$ cat src/hdl/bvreg_pkg.sv
`timescale 1ns / 1ps
// Shared constants, configuration types and microcode types of the bus voltage regulator.
// No dependencies; every other file imports this package.
package bvreg_pkg;

   localparam int SAMPLE_COUNT = 5;
   localparam int ADC_BITS     = 12;
   localparam int INPUT_FIELDS = 5;
   localparam int ADC_FIELD_W  = 12;

   localparam int TAKE_N  = (SAMPLE_COUNT < INPUT_FIELDS) ? SAMPLE_COUNT : INPUT_FIELDS;
   localparam int ADC_W   = (ADC_BITS < ADC_FIELD_W) ? ADC_BITS : ADC_FIELD_W;
   localparam int SUM_W   = ADC_W + $clog2(TAKE_N);

   localparam int VOLT_W  = 23;
   localparam int ERR_W   = 24;
   localparam int GAIN_W  = 20;
   localparam int COEF_W  = 22;
   localparam int VPS_W   = 24;
   localparam int PER_W   = 16;
   localparam int FRAC_W  = 16;
   localparam int LIMIT_W = PER_W + FRAC_W;
   localparam int CMP_W   = 16;
   localparam int CMP_LSB = 24;
   localparam int Y_W     = 48;
   localparam int MUL_W   = 25;
   localparam int PROD_W  = 2 * MUL_W;
   localparam int ACC_W   = 50;
   localparam int VPROD_W = SUM_W + VPS_W;
   localparam int RND_SH  = 8;

   localparam int CSR_DATA_W = 32;
   localparam int CSR_ADDR_W = 5;
   localparam int STEP_W     = 4;

   localparam logic [1:0] CLAMP_NONE = 2'd0;
   localparam logic [1:0] CLAMP_HIGH = 2'd1;
   localparam logic [1:0] CLAMP_LOW  = 2'd2;

   typedef enum logic [2:0] {
      CSR_TARGET   = 3'd0,
      CSR_PROP     = 3'd1,
      CSR_INTEG    = 3'd2,
      CSR_DERIV    = 3'd3,
      CSR_VPS      = 3'd4,
      CSR_PERIOD   = 3'd5,
      CSR_UPPER    = 3'd6,
      CSR_LOWER    = 3'd7
   } csr_index_type;

   typedef struct packed {
      logic        [VOLT_W-1:0] target;
      logic signed [GAIN_W-1:0] kp;
      logic signed [GAIN_W-1:0] ki;
      logic signed [GAIN_W-1:0] kd;
      logic        [VPS_W-1:0]  vps;
      logic        [PER_W-1:0]  period;
      logic        [FRAC_W-1:0] upper_frac;
      logic        [FRAC_W-1:0] lower_frac;
   } cfg_type;

   typedef struct packed {
      logic signed [COEF_W-1:0] a0;
      logic signed [COEF_W-1:0] a1;
   } coef_type;

   typedef enum logic [2:0] {
      MUL_NONE,
      MUL_VOLT,
      MUL_UPPER,
      MUL_LOWER,
      MUL_P0,
      MUL_P1,
      MUL_P2
   } mul_sel_type;

   typedef enum logic [3:0] {
      ACT_NONE,
      ACT_VOLT,
      ACT_ERR,
      ACT_LOAD,
      ACT_ADD,
      ACT_SAT,
      ACT_CLAMP_HI,
      ACT_CLAMP_LO,
      ACT_EMIT
   } act_type;

   typedef enum logic [1:0] {
      JMP_NEXT,
      JMP_COND,
      JMP_END
   } jump_type;

   typedef struct packed {
      mul_sel_type mul;
      act_type     act;
   } ctrl_type;

   typedef struct packed {
      ctrl_type            ctrl;
      jump_type            jmp;
      logic [STEP_W-1:0]   target;
   } ucode_type;

   typedef struct packed {
      logic cond_high;
      logic out_full;
   } status_type;

endpackage

$ cat src/hdl/bvreg_req_if.sv
`timescale 1ns / 1ps
// Request channel: one burst of ADC conversions with valid/ready handshake.
// Depends on bvreg_pkg for field widths.
interface bvreg_req_if;
   import bvreg_pkg::*;
   logic                   valid;
   logic                   ready;
   logic [ADC_FIELD_W-1:0] sample_a;
   logic [ADC_FIELD_W-1:0] sample_b;
   logic [ADC_FIELD_W-1:0] sample_c;
   logic [ADC_FIELD_W-1:0] sample_d;
   logic [ADC_FIELD_W-1:0] sample_e;

   modport source (output valid, sample_a, sample_b, sample_c, sample_d, sample_e,
                   input ready);
   modport sink (input valid, sample_a, sample_b, sample_c, sample_d, sample_e,
                 output ready);
endinterface

$ cat src/hdl/bvreg_rsp_if.sv
`timescale 1ns / 1ps
// Result channel: compare count, measured voltage, error and clamp flag with valid/ready.
// Depends on bvreg_pkg for field widths.
interface bvreg_rsp_if;
   import bvreg_pkg::*;
   logic                    valid;
   logic                    ready;
   logic [CMP_W-1:0]        compare_value;
   logic [VOLT_W-1:0]       bus_voltage;
   logic signed [ERR_W-1:0] error_value;
   logic [1:0]              clamp_state;

   modport source (output valid, compare_value, bus_voltage, error_value, clamp_state,
                   input ready);
   modport sink (input valid, compare_value, bus_voltage, error_value, clamp_state,
                 output ready);
endinterface

$ cat src/hdl/bvreg_csr.sv
`timescale 1ns / 1ps
// APB-style configuration registers and the derived PID coefficients.
// Depends on bvreg_pkg.
module bvreg_csr import bvreg_pkg::*; (
   input  logic                  clock,
   input  logic                  reset,
   input  logic                  csr_psel,
   input  logic                  csr_penable,
   input  logic                  csr_pwrite,
   input  logic [CSR_ADDR_W-1:0] csr_paddr,
   input  logic [CSR_DATA_W-1:0] csr_pwdata,
   output logic [CSR_DATA_W-1:0] csr_prdata,
   output logic                  csr_pready,
   output cfg_type               cfg,
   output coef_type              coef
);

   cfg_type       cfg_ff, cfg_in;
   coef_type      coef_ff, coef_in;
   csr_index_type index;
   logic          wr_en;

   assign index      = csr_index_type'(csr_paddr[4:2]);
   assign wr_en      = csr_psel & csr_penable & csr_pwrite & csr_pready;
   assign csr_pready = 1'b1;

   always_comb begin
      cfg_in = cfg_ff;
      if (wr_en) begin
         case (index)
            CSR_TARGET: cfg_in.target     = csr_pwdata[VOLT_W-1:0];
            CSR_PROP:   cfg_in.kp         = csr_pwdata[GAIN_W-1:0];
            CSR_INTEG:  cfg_in.ki         = csr_pwdata[GAIN_W-1:0];
            CSR_DERIV:  cfg_in.kd         = csr_pwdata[GAIN_W-1:0];
            CSR_VPS:    cfg_in.vps        = csr_pwdata[VPS_W-1:0];
            CSR_PERIOD: cfg_in.period     = csr_pwdata[PER_W-1:0];
            CSR_UPPER:  cfg_in.upper_frac = csr_pwdata[FRAC_W-1:0];
            CSR_LOWER:  cfg_in.lower_frac = csr_pwdata[FRAC_W-1:0];
            default:    cfg_in = cfg_ff;
         endcase
      end
   end

   // a0 = Kp + Ki + Kd, a1 = -(Kp + 2 Kd)
   always_comb begin
      coef_in.a0 = COEF_W'(cfg_ff.kp) + COEF_W'(cfg_ff.ki) + COEF_W'(cfg_ff.kd);
      coef_in.a1 = -(COEF_W'(cfg_ff.kp) + (COEF_W'(cfg_ff.kd) <<< 1));
   end

   always_comb begin
      case (index)
         CSR_TARGET: csr_prdata = CSR_DATA_W'(cfg_ff.target);
         CSR_PROP:   csr_prdata = CSR_DATA_W'(unsigned'(cfg_ff.kp));
         CSR_INTEG:  csr_prdata = CSR_DATA_W'(unsigned'(cfg_ff.ki));
         CSR_DERIV:  csr_prdata = CSR_DATA_W'(unsigned'(cfg_ff.kd));
         CSR_VPS:    csr_prdata = CSR_DATA_W'(cfg_ff.vps);
         CSR_PERIOD: csr_prdata = CSR_DATA_W'(cfg_ff.period);
         CSR_UPPER:  csr_prdata = CSR_DATA_W'(cfg_ff.upper_frac);
         CSR_LOWER:  csr_prdata = CSR_DATA_W'(cfg_ff.lower_frac);
         default:    csr_prdata = '0;
      endcase
   end

   always_ff @(posedge clock) begin
      if (reset) begin
         cfg_ff.target     <= VOLT_W'(1966080);
         cfg_ff.kp         <= GAIN_W'(-25600);
         cfg_ff.ki         <= GAIN_W'(25600);
         cfg_ff.kd         <= '0;
         cfg_ff.vps        <= VPS_W'(58983);
         cfg_ff.period     <= PER_W'(65503);
         cfg_ff.upper_frac <= FRAC_W'(64225);
         cfg_ff.lower_frac <= FRAC_W'(22938);
      end else begin
         cfg_ff <= cfg_in;
      end
      coef_ff <= coef_in;
   end

   assign cfg  = cfg_ff;
   assign coef = coef_ff;

endmodule

$ cat src/hdl/bvreg_seq.sv
`timescale 1ns / 1ps
// Microcode sequencer: program ROM, step counter and conditional jumps.
// Depends on bvreg_pkg and bvreg_req_if.
module bvreg_seq import bvreg_pkg::*; (
   input  logic        clock,
   input  logic        reset,
   bvreg_req_if.sink   req_if,
   input  status_type  status,
   output ctrl_type    ctrl
);

   localparam logic [STEP_W-1:0] ST_SCALE   = 4'd0;
   localparam logic [STEP_W-1:0] ST_VOLT    = 4'd1;
   localparam logic [STEP_W-1:0] ST_ERR     = 4'd2;
   localparam logic [STEP_W-1:0] ST_LOAD    = 4'd3;
   localparam logic [STEP_W-1:0] ST_ADD0    = 4'd4;
   localparam logic [STEP_W-1:0] ST_ADD1    = 4'd5;
   localparam logic [STEP_W-1:0] ST_ADD2    = 4'd6;
   localparam logic [STEP_W-1:0] ST_SAT     = 4'd7;
   localparam logic [STEP_W-1:0] ST_CLAMPHI = 4'd8;
   localparam logic [STEP_W-1:0] ST_CLAMPLO = 4'd9;
   localparam logic [STEP_W-1:0] ST_EMIT    = 4'd10;

   function automatic ucode_type ucode_rom(input logic [STEP_W-1:0] step);
      ucode_type word;
      word = '{ctrl: '{mul: MUL_NONE, act: ACT_NONE}, jmp: JMP_END, target: ST_SCALE};
      case (step)
         ST_SCALE:   word = '{'{MUL_VOLT,  ACT_NONE},     JMP_NEXT, ST_SCALE};
         ST_VOLT:    word = '{'{MUL_UPPER, ACT_VOLT},     JMP_NEXT, ST_SCALE};
         ST_ERR:     word = '{'{MUL_LOWER, ACT_ERR},      JMP_NEXT, ST_SCALE};
         ST_LOAD:    word = '{'{MUL_P0,    ACT_LOAD},     JMP_NEXT, ST_SCALE};
         ST_ADD0:    word = '{'{MUL_P1,    ACT_ADD},      JMP_NEXT, ST_SCALE};
         ST_ADD1:    word = '{'{MUL_P2,    ACT_ADD},      JMP_NEXT, ST_SCALE};
         ST_ADD2:    word = '{'{MUL_NONE,  ACT_ADD},      JMP_NEXT, ST_SCALE};
         ST_SAT:     word = '{'{MUL_NONE,  ACT_SAT},      JMP_NEXT, ST_SCALE};
         ST_CLAMPHI: word = '{'{MUL_NONE,  ACT_CLAMP_HI}, JMP_COND, ST_EMIT};
         ST_CLAMPLO: word = '{'{MUL_NONE,  ACT_CLAMP_LO}, JMP_NEXT, ST_SCALE};
         ST_EMIT:    word = '{'{MUL_NONE,  ACT_EMIT},     JMP_END,  ST_SCALE};
         default:    word = '{'{MUL_NONE,  ACT_NONE},     JMP_END,  ST_SCALE};
      endcase
      return word;
   endfunction

   logic              busy_ff, busy_in;
   logic [STEP_W-1:0] step_ff, step_in;
   ucode_type         word;
   logic              stall;
   logic              accept;

   assign req_if.ready = ~busy_ff;
   assign accept       = req_if.valid & req_if.ready;
   assign word         = ucode_rom(step_ff);
   assign stall        = (word.ctrl.act == ACT_EMIT) && status.out_full;

   always_comb begin
      busy_in = busy_ff;
      step_in = step_ff;
      if (accept) begin
         busy_in = 1'b1;
         step_in = ST_SCALE;
      end else if (busy_ff && !stall) begin
         case (word.jmp)
            JMP_NEXT: step_in = step_ff + 1'b1;
            JMP_COND: step_in = status.cond_high ? word.target : step_ff + 1'b1;
            JMP_END:  busy_in = 1'b0;
            default:  busy_in = 1'b0;
         endcase
      end
   end

   always_comb begin
      ctrl = word.ctrl;
      if (!busy_ff || stall) begin
         ctrl.act = ACT_NONE;
         ctrl.mul = MUL_NONE;
      end
   end

   always_ff @(posedge clock) begin
      if (reset) begin
         busy_ff <= 1'b0;
         step_ff <= ST_SCALE;
      end else begin
         busy_ff <= busy_in;
         step_ff <= step_in;
      end
   end

endmodule

$ cat src/hdl/bvreg_dp.sv
`timescale 1ns / 1ps
// Datapath: sample sum, shared multiplier, PID accumulator, clamp and result register.
// Depends on bvreg_pkg, bvreg_req_if and bvreg_rsp_if.
module bvreg_dp import bvreg_pkg::*; (
   input  logic        clock,
   input  logic        reset,
   bvreg_req_if.sink   req_if,
   bvreg_rsp_if.source rsp_if,
   input  cfg_type     cfg,
   input  coef_type    coef,
   input  ctrl_type    ctrl,
   output status_type  status
);

   logic [ADC_FIELD_W-1:0]   samples [INPUT_FIELDS];
   logic [SUM_W-1:0]         sum_ff, sum_in;
   logic signed [MUL_W-1:0]  mul_a, mul_b;
   logic signed [PROD_W-1:0] prod_ff;
   logic [VOLT_W-1:0]        volt_ff;
   logic signed [ERR_W-1:0]  err_ff;
   logic [LIMIT_W-1:0]       upper_ff, lower_ff;
   logic signed [ACC_W-1:0]  acc_ff;
   logic signed [Y_W-1:0]    last_output_ff;
   logic signed [ERR_W-1:0]  last_error_ff, older_error_ff;
   logic [CMP_W-1:0]         cmp_ff;
   logic [1:0]               flag_ff;
   logic                     rsp_valid_ff;
   logic [CMP_W-1:0]         rsp_cmp_ff;
   logic [VOLT_W-1:0]        rsp_volt_ff;
   logic signed [ERR_W-1:0]  rsp_err_ff;
   logic [1:0]               rsp_flag_ff;

   logic [VPROD_W:0]           rnd;
   logic [VPROD_W-RND_SH:0]    scaled;
   logic [VOLT_W-1:0]          volt_in;
   logic                       acc_fits;
   logic signed [Y_W-1:0]      y_sat;
   logic signed [Y_W-1:0]      lim_hi, lim_lo;
   logic                       accept;

   assign samples[0] = req_if.sample_a;
   assign samples[1] = req_if.sample_b;
   assign samples[2] = req_if.sample_c;
   assign samples[3] = req_if.sample_d;
   assign samples[4] = req_if.sample_e;
   assign accept     = req_if.valid & req_if.ready;

   always_comb begin
      sum_in = '0;
      for (int i = 0; i < TAKE_N; i++) begin
         sum_in = sum_in + SUM_W'(samples[i][ADC_W-1:0]);
      end
   end

   always_comb begin
      case (ctrl.mul)
         MUL_VOLT:  begin mul_a = MUL_W'(sum_ff);        mul_b = MUL_W'(cfg.vps);        end
         MUL_UPPER: begin mul_a = MUL_W'(cfg.period);    mul_b = MUL_W'(cfg.upper_frac); end
         MUL_LOWER: begin mul_a = MUL_W'(cfg.period);    mul_b = MUL_W'(cfg.lower_frac); end
         MUL_P0:    begin mul_a = MUL_W'(coef.a0);       mul_b = MUL_W'(err_ff);         end
         MUL_P1:    begin mul_a = MUL_W'(coef.a1);       mul_b = MUL_W'(last_error_ff);  end
         MUL_P2:    begin mul_a = MUL_W'(cfg.kd);        mul_b = MUL_W'(older_error_ff); end
         default:   begin mul_a = '0;                    mul_b = '0;                     end
      endcase
   end

   // round half up, then saturate to the voltage range
   assign rnd     = (VPROD_W+1)'(prod_ff[VPROD_W-1:0]) + (VPROD_W+1)'(128);
   assign scaled  = rnd[VPROD_W:RND_SH];
   assign volt_in = (|scaled[VPROD_W-RND_SH:VOLT_W]) ? '1 : scaled[VOLT_W-1:0];

   assign acc_fits = (&acc_ff[ACC_W-1:Y_W-1]) || !(|acc_ff[ACC_W-1:Y_W-1]);
   assign y_sat    = acc_fits ? acc_ff[Y_W-1:0] :
                     (acc_ff[ACC_W-1] ? {1'b1, {(Y_W-1){1'b0}}} : {1'b0, {(Y_W-1){1'b1}}});

   assign lim_hi = Y_W'({upper_ff, 8'h00});
   assign lim_lo = Y_W'({lower_ff, 8'h00});

   assign status.cond_high = last_output_ff > lim_hi;
   assign status.out_full  = rsp_valid_ff & ~rsp_if.ready;

   always_ff @(posedge clock) begin
      if (accept) begin
         sum_ff <= sum_in;
      end
      prod_ff <= mul_a * mul_b;
      case (ctrl.act)
         ACT_VOLT: volt_ff <= volt_in;
         ACT_ERR: begin
            err_ff   <= ERR_W'(volt_ff) - ERR_W'(cfg.target);
            upper_ff <= prod_ff[LIMIT_W-1:0];
         end
         ACT_LOAD: begin
            lower_ff <= prod_ff[LIMIT_W-1:0];
            acc_ff   <= ACC_W'(last_output_ff);
         end
         ACT_ADD: acc_ff <= acc_ff + prod_ff;
         ACT_CLAMP_HI: begin
            if (status.cond_high) begin
               cmp_ff  <= upper_ff[LIMIT_W-1:LIMIT_W-CMP_W];
               flag_ff <= CLAMP_HIGH;
            end
         end
         ACT_CLAMP_LO: begin
            if (last_output_ff < lim_lo) begin
               cmp_ff  <= lower_ff[LIMIT_W-1:LIMIT_W-CMP_W];
               flag_ff <= CLAMP_LOW;
            end else begin
               cmp_ff  <= last_output_ff[CMP_LSB+CMP_W-1:CMP_LSB];
               flag_ff <= CLAMP_NONE;
            end
         end
         ACT_EMIT: begin
            rsp_cmp_ff  <= cmp_ff;
            rsp_volt_ff <= volt_ff;
            rsp_err_ff  <= err_ff;
            rsp_flag_ff <= flag_ff;
         end
         default: ;
      endcase

      if (reset) begin
         last_output_ff <= '0;
         last_error_ff  <= '0;
         older_error_ff <= '0;
         rsp_valid_ff   <= 1'b0;
      end else begin
         if (ctrl.act == ACT_SAT) begin
            last_output_ff <= y_sat;
            last_error_ff  <= err_ff;
            older_error_ff <= last_error_ff;
         end
         if (ctrl.act == ACT_EMIT) begin
            rsp_valid_ff <= 1'b1;
         end else if (rsp_if.ready) begin
            rsp_valid_ff <= 1'b0;
         end
      end
   end

   assign rsp_if.valid         = rsp_valid_ff;
   assign rsp_if.compare_value = rsp_cmp_ff;
   assign rsp_if.bus_voltage   = rsp_volt_ff;
   assign rsp_if.error_value   = rsp_err_ff;
   assign rsp_if.clamp_state   = rsp_flag_ff;

endmodule

$ cat src/hdl/bus_voltage_pid_pwm_regulator.sv
`timescale 1ns / 1ps
// Top level of the bus voltage PID regulator with PWM compare output.
// Depends on bvreg_pkg, bvreg_req_if, bvreg_rsp_if, bvreg_csr, bvreg_seq and bvreg_dp.
//
//   channel   direction  handshake               payload
//   req_if    in         valid/ready             sample_a .. sample_e
//   rsp_if    out        valid/ready             compare_value, bus_voltage,
//                                                error_value, clamp_state
//   csr_*     in         APB setup/access        registers 0..7 at 4*index
//
// A request runs an 11-step microprogram over one shared 25x25 multiplier; its result
// loads the output register at the final emit step; the low-clamp step is skipped when
// the output clamps high. Ready returns the cycle after the result loads, so a new request
// waits for the previous result. Reset is synchronous and clears the
// sequencer, the PID history and the output valid. A stalled output register holds
// the program at its last step; a new request is taken once the result is loaded.
module bus_voltage_pid_pwm_regulator import bvreg_pkg::*; (
   input  logic                  clock,
   input  logic                  reset,
   bvreg_req_if.sink             req_if,
   bvreg_rsp_if.source           rsp_if,
   input  logic                  csr_psel,
   input  logic                  csr_penable,
   input  logic                  csr_pwrite,
   input  logic [CSR_ADDR_W-1:0] csr_paddr,
   input  logic [CSR_DATA_W-1:0] csr_pwdata,
   output logic [CSR_DATA_W-1:0] csr_prdata,
   output logic                  csr_pready
);

   cfg_type    cfg;
   coef_type   coef;
   ctrl_type   ctrl;
   status_type status;

   bvreg_csr u_csr (
      .clock       (clock),
      .reset       (reset),
      .csr_psel    (csr_psel),
      .csr_penable (csr_penable),
      .csr_pwrite  (csr_pwrite),
      .csr_paddr   (csr_paddr),
      .csr_pwdata  (csr_pwdata),
      .csr_prdata  (csr_prdata),
      .csr_pready  (csr_pready),
      .cfg         (cfg),
      .coef        (coef)
   );

   bvreg_seq u_seq (
      .clock  (clock),
      .reset  (reset),
      .req_if (req_if),
      .status (status),
      .ctrl   (ctrl)
   );

   bvreg_dp u_dp (
      .clock  (clock),
      .reset  (reset),
      .req_if (req_if),
      .rsp_if (rsp_if),
      .cfg    (cfg),
      .coef   (coef),
      .ctrl   (ctrl),
      .status (status)
   );

endmodule
$ cat src/flat_wrapper.sv
// flat-port wrapper written by rule: the top's interface ports become plain ports
module bus_voltage_pid_pwm_regulator_flat import bvreg_pkg::*;
  (clock, reset, csr_psel, csr_penable, csr_pwrite, csr_paddr, csr_pwdata, csr_prdata, csr_pready, req_if_valid, req_if_sample_a, req_if_sample_b, req_if_sample_c, req_if_sample_d, req_if_sample_e, req_if_ready, rsp_if_valid, rsp_if_compare_value, rsp_if_bus_voltage, rsp_if_error_value, rsp_if_clamp_state, rsp_if_ready);
  bvreg_req_if req_if_i ();
  bvreg_rsp_if rsp_if_i ();
  input  logic clock;
  input  logic reset;
  input  logic csr_psel;
  input  logic csr_penable;
  input  logic csr_pwrite;
  input  logic [CSR_ADDR_W-1:0] csr_paddr;
  input  logic [CSR_DATA_W-1:0] csr_pwdata;
  output logic [CSR_DATA_W-1:0] csr_prdata;
  output logic csr_pready;
  input wire logic [$bits(req_if_i.valid)-1:0] req_if_valid;
  input wire logic [$bits(req_if_i.sample_a)-1:0] req_if_sample_a;
  input wire logic [$bits(req_if_i.sample_b)-1:0] req_if_sample_b;
  input wire logic [$bits(req_if_i.sample_c)-1:0] req_if_sample_c;
  input wire logic [$bits(req_if_i.sample_d)-1:0] req_if_sample_d;
  input wire logic [$bits(req_if_i.sample_e)-1:0] req_if_sample_e;
  output wire logic [$bits(req_if_i.ready)-1:0] req_if_ready;
  output wire logic [$bits(rsp_if_i.valid)-1:0] rsp_if_valid;
  output wire logic [$bits(rsp_if_i.compare_value)-1:0] rsp_if_compare_value;
  output wire logic [$bits(rsp_if_i.bus_voltage)-1:0] rsp_if_bus_voltage;
  output wire logic [$bits(rsp_if_i.error_value)-1:0] rsp_if_error_value;
  output wire logic [$bits(rsp_if_i.clamp_state)-1:0] rsp_if_clamp_state;
  input wire logic [$bits(rsp_if_i.ready)-1:0] rsp_if_ready;
  assign req_if_i.valid = req_if_valid;
  assign req_if_i.sample_a = req_if_sample_a;
  assign req_if_i.sample_b = req_if_sample_b;
  assign req_if_i.sample_c = req_if_sample_c;
  assign req_if_i.sample_d = req_if_sample_d;
  assign req_if_i.sample_e = req_if_sample_e;
  assign req_if_ready = req_if_i.ready;
  assign rsp_if_valid = rsp_if_i.valid;
  assign rsp_if_compare_value = rsp_if_i.compare_value;
  assign rsp_if_bus_voltage = rsp_if_i.bus_voltage;
  assign rsp_if_error_value = rsp_if_i.error_value;
  assign rsp_if_clamp_state = rsp_if_i.clamp_state;
  assign rsp_if_i.ready = rsp_if_ready;
  bus_voltage_pid_pwm_regulator u_core (.clock(clock), .reset(reset), .req_if(req_if_i), .rsp_if(rsp_if_i), .csr_psel(csr_psel), .csr_penable(csr_penable), .csr_pwrite(csr_pwrite), .csr_paddr(csr_paddr), .csr_pwdata(csr_pwdata), .csr_prdata(csr_prdata), .csr_pready(csr_pready));
endmodule
$ cat config.mk
export PLATFORM = sky130hd
export DESIGN_NAME = bus_voltage_pid_pwm_regulator_flat
export DESIGN_NICKNAME = d
export VERILOG_FILES = /design/src/hdl/bvreg_pkg.sv /design/src/hdl/bvreg_req_if.sv /design/src/hdl/bvreg_rsp_if.sv /design/src/hdl/bvreg_csr.sv /design/src/hdl/bvreg_seq.sv /design/src/hdl/bvreg_dp.sv /design/src/hdl/bus_voltage_pid_pwm_regulator.sv /design/src/flat_wrapper.sv
export SDC_FILE = /design/constraint.sdc
export NUM_CORES = 2
export LEC_CHECK = 0
export ABC_AREA = 0
export BUFFER_PORTS_ARGS = -buffer_cell sky130_fd_sc_hd__buf_2
export CELL_PAD_IN_SITES_DETAIL_PLACEMENT = 1
export CELL_PAD_IN_SITES_GLOBAL_PLACEMENT = 1
export CORE_MARGIN = 1.5
export CORE_UTILIZATION = 25
export CTS_CLUSTER_SIZE = 25
export DETAILED_ROUTE_END_ITERATION = 7
export GPL_ROUTABILITY_DRIVEN = 0
export GPL_TIMING_DRIVEN = 0
export PLACE_DENSITY = 0.5
export SETUP_SLACK_MARGIN = 0.4
export SYNTH_ARGS = -nofsm -noshare
export SYNTH_HDL_FRONTEND = slang
export SYNTH_SLANG_ARGS = --single-unit
$ cat constraint.sdc
create_clock -name clock -period 12.25 [get_ports clock]
set_clock_uncertainty 0.05 [all_clocks]
set_input_delay 1.225 -clock clock [delete_from_list [all_inputs] [get_ports clock]]
set_output_delay 1.225 -clock clock [all_outputs]
set_load 0.03 [all_outputs]
==> results.yml <==
clock_network:
  cts-root-buf: "clkbuf_16"
  clock_sinks: 619
  htree_levels: 3
  clkLatencyLatePin_ps: 710
  tritoncts: "built"
  clk_pin_slew_ps: 50
  cts_buffer_depth: 3
  cts_buffers: 79
worst_setup_path:
  worstSetupEndpointType: "register"
  worstPathRequired_ps: 12790
  startpoint_type: "primary input"
  crit_type: "in -> reg"
  critPathMaxStageDelay_ps: 1330
  cp.arrival_ps: 11880
  crit_path_frequent_cell: "fa_1"
  worst-path-buf-inv: 9
  slowest_stage: "fa_1"
  critPathTopFamily: "adder cells"
  critPathMaxFanout: 14
floorplanning:
  num_io_pins: 204
  core_mm2: 0.217
  die-area_mm2: 0.222
  die_h_um: 471
  num_rows: 171
  die_width_um: 471
  start_util: 0.252
synthesis:
  netlist_instances: 6012
  syn-cell-area_mm2: 0.0547
  synth.ff_latch_count: 619
  synth_top_area_frac: 0.243
  synth_area_leaders: "fa_1 24%, edfxtp_1 14%, dfxtp_1 13%, ha_1 8.1%, nand2_1 6.8%"
  synth_flop_cell: "dfxtp_1"
  synth_edf_count: 259
  avgSynthCellArea_um2: 9.10
  synth_cell_types: 101
  ys_seq_area_frac: 0.274
  synthArstFlopShare: 0
  synth.largest_area_cell: "fa_1"
  yosys_warnings: 0
routing:
  drtAntennaViolNets: 0
  wirelength_mm: 231
  vias_per_cell: 4.86
  drtIter0Drc: 2794
  first_pass_iters: 5
  post_drt_wl_per_cell_um: 25.1
  route.vias.total: 44800
  drc: 0
sta:
  rsz0062_at_grt: "false"
  tightest_slew_ps: 1430
  period_needed_ps: 11340
  fmax_mhz: 88.2
  slew_viol_final: 0
  setup_violations: 0
  relSlewSlack: 0.0496
  setup_ws_ps: 910
  hold_viol_final: 0
  fin_crit_sh: 0.926
job:
  drv_cap: 0
status:
  status: "finished clean"
layout:
  drive_gt1_frac: 0.0807
  syn_to_final_growth_pct: 13.9
  fin_area_mm2: 0.0623
  layout.nets: 7409
global_route:
  overflow: 0
  track_usage: 0.207
  grt_start_max_net_pins: 29
  grt_pass1_wl_mm: 335
  antenna_found_initial: 8
  grt_pass1_vias: 47800
power:
  power_density_mw_per_mm2: 107
  power_leakage_nw: 27.1
  ir_drop_mv: 0.0997
  finalPower_mw: 6.66
place:
  post_dp_cell_area_mm2: 0.0595
  dp_hpwl_mm: 190
  io_buffers: 166
  pre_cts_slack_ps: -833
hold_path:
  hold_class: "reg -> reg"
[power breakdown]
group          switching (mW)  internal [mW]  total, mW
Sequential              0.196           2.28       2.47
Clock                    1.02           1.48       2.50
Combinational            1.11          0.581       1.69
Total                    2.33           4.33       6.66
[sequential cells by signal, indices dropped and copies added (netlist names), 2 cells and up]
register	count
u_core.u_dp.flag_ff	2
u_core.u_dp.sum_ff	15
u_core.u_csr.coef	44
u_core.u_dp.volt_ff	23
u_core.u_csr.cfg	155
u_core.u_dp.err_ff	24
u_core.u_dp.upper_ff	32
u_core.u_seq.word	9
u_core.u_dp.rsp_if.error_value	24
u_core.u_seq.step_ff	4
u_core.u_dp.lower_ff	32
u_core.u_dp.rsp_if.clamp_state	2
u_core.u_dp.rsp_if.compare_value	16
u_core.u_dp.acc_ff	50
u_core.u_dp.cmp_ff	16
u_core.u_dp.rsp_if.bus_voltage	23
u_core.u_dp.last_output_ff	48
u_core.u_dp.older_error_ff	24
u_core.u_dp.prod_ff	50
u_core.u_dp.last_error_ff	24
[worst reg2reg max path: cells and delay by family (launching register included)]
| family | cells | cell delay, ps |
|---|---|---|
| AOI/OAI and AO/OA | 6 | 1960 |
| buffers and inverters | 11 | 2470 |
| adders and majority gates | 8 | 3950 |
| DFF | 1 | 310 |
| and+or+nand+nor | 9 | 2400 |
[kinds of logic (layout without fill, tap and decap cells)]
| group | Yosys count | count (layout) | synth area share |
|---|---|---|---|
| and+or+nand+nor | 1935 | 1935 | 0.156 |
| AOI/OAI and AO/OA | 1053 | 1053 | 0.124 |
| other | 2 | 12 | 0.000137 |
| xor gates and xnor gates | 167 | 167 | 0.0267 |
| adders and majority gates | 1017 | 1017 | 0.324 |
| buffers and inverters | 1159 | 1493 | 0.0819 |
| DFF | 619 | 619 | 0.274 |
| muxes | 60 | 60 | 0.0139 |
[synth_stat cells, drive strengths merged, types with 12 or more instances]
library cell,instances
a221oi,15
and3,35
a211oi,25
edfxtp,259
nand2,1016
nand2b,34
nor2,446
buf,84
o211ai,62
a211o,33
xnor2,112
dfxtp,360
o21bai,28
ha,353
nand3b,32
nand4,60
o21ai,159
mux2i,42
o21a,19
nor4,15
a31oi,51
o31ai,17
o221a,16
a21boi,14
inv,857
mux4,12
nor2b,43
a22oi,29
clkbuf,217
and4,35
xor2,55
nor3,65
a21o,101
a21oi,395
and2,30
fa,664
or3,14
nand3,84
[per-stage QoR]
| step | hold WS, ps | std cells | util | setup TNS (ps) |
|---|---|---|---|---|
| 6_report | 368 | 9210 | 0.287 | 0 |
| 3_5_place_dp | 356 | 9058 | 0.274 | -5360 |
| 5_1_grt | 379 | 9207 | 0.287 | 0 |
| 2_1_floorplan | 311 | 6019 | - | 0 |
| 4_1_cts | 369 | 9204 | 0.286 | 0 |
| 3_3_place_gp | 354 | 9039 | 0.272 | -6540 |
[cell usage in the layout, fill, tap and decap left out, types with 15 or more instances in the layout]
cell / count
buf_4: 16
a31oi_1: 50
and4_1: 34
a22oi_1: 29
ha_1: 353
mux2i_1: 42
a211oi_1: 24
clkbuf_16: 80
nand3_1: 84
o21ai_0: 137
fa_1: 664
o21a_1: 19
a21o_1: 101
a211o_1: 33
nand3b_1: 32
nand2b_1: 33
nand2_2: 20
and3_1: 33
and2_1: 29
o31ai_1: 15
clkbuf_2: 21
buf_2: 219
nor3_1: 62
o21ai_1: 21
nand4_1: 59
nand2_1: 996
clkbuf_1: 210
xnor2_1: 112
o21bai_1: 28
inv_1: 856
a21oi_1: 393
nor2_1: 443
nor2b_1: 42
dfxtp_1: 360
o211ai_1: 61
xor2_1: 55
edfxtp_1: 259
[routing by layer]
layer  GRT usage  vias up  wire length (µm)
li1            -    20300                 -
met5           0        -                11
met3      0.0247      268             10300
met2       0.344     1078            108000
met1       0.278    23100            105000
met4      0.0639        2              7930
[path summary, 6_finish.rpt]
kind,slack [ps],endpoint,start,cells past startpoint
setup / recovery,910,u_core.u_dp.prod_ff[49],rsp_if_ready,31
hold / removal,370,u_core.u_dp.rsp_if.compare_value[3],u_core.u_dp.cmp_ff[3],0
setup reg to reg,1010,u_core.u_dp.prod_ff[49],u_core.u_seq.busy_ff,34
hold reg to reg,370,u_core.u_dp.rsp_if.compare_value[3],u_core.u_dp.cmp_ff[3],0
[layout make-up]
class / instances / area, µm²
Buffer: 301 / 1290
Fill cell: 25400 / 155000
Antenna cell: 3 / 7.51
Timing Repair Buffer: 188 / 1140
Clock inverter: 43 / 515
Clock buffer: 103 / 2220
Sequential cell: 619 / 15000
Multi-Input combinational cell: 4241 / 35400
Tap cell: 2854 / 3570
Inverter: 858 / 3220
[repair_timing]
action / 4_1_cts / 5_1_grt
gates resized for setup: 1 / 45
pin swaps: 0 / 3
setup endpoints to repair: 6 / 14
hold buffers: 0 / 0
buffers inserted: 0 / 3
No activity file was read; power rests on OpenSTA's default activity.
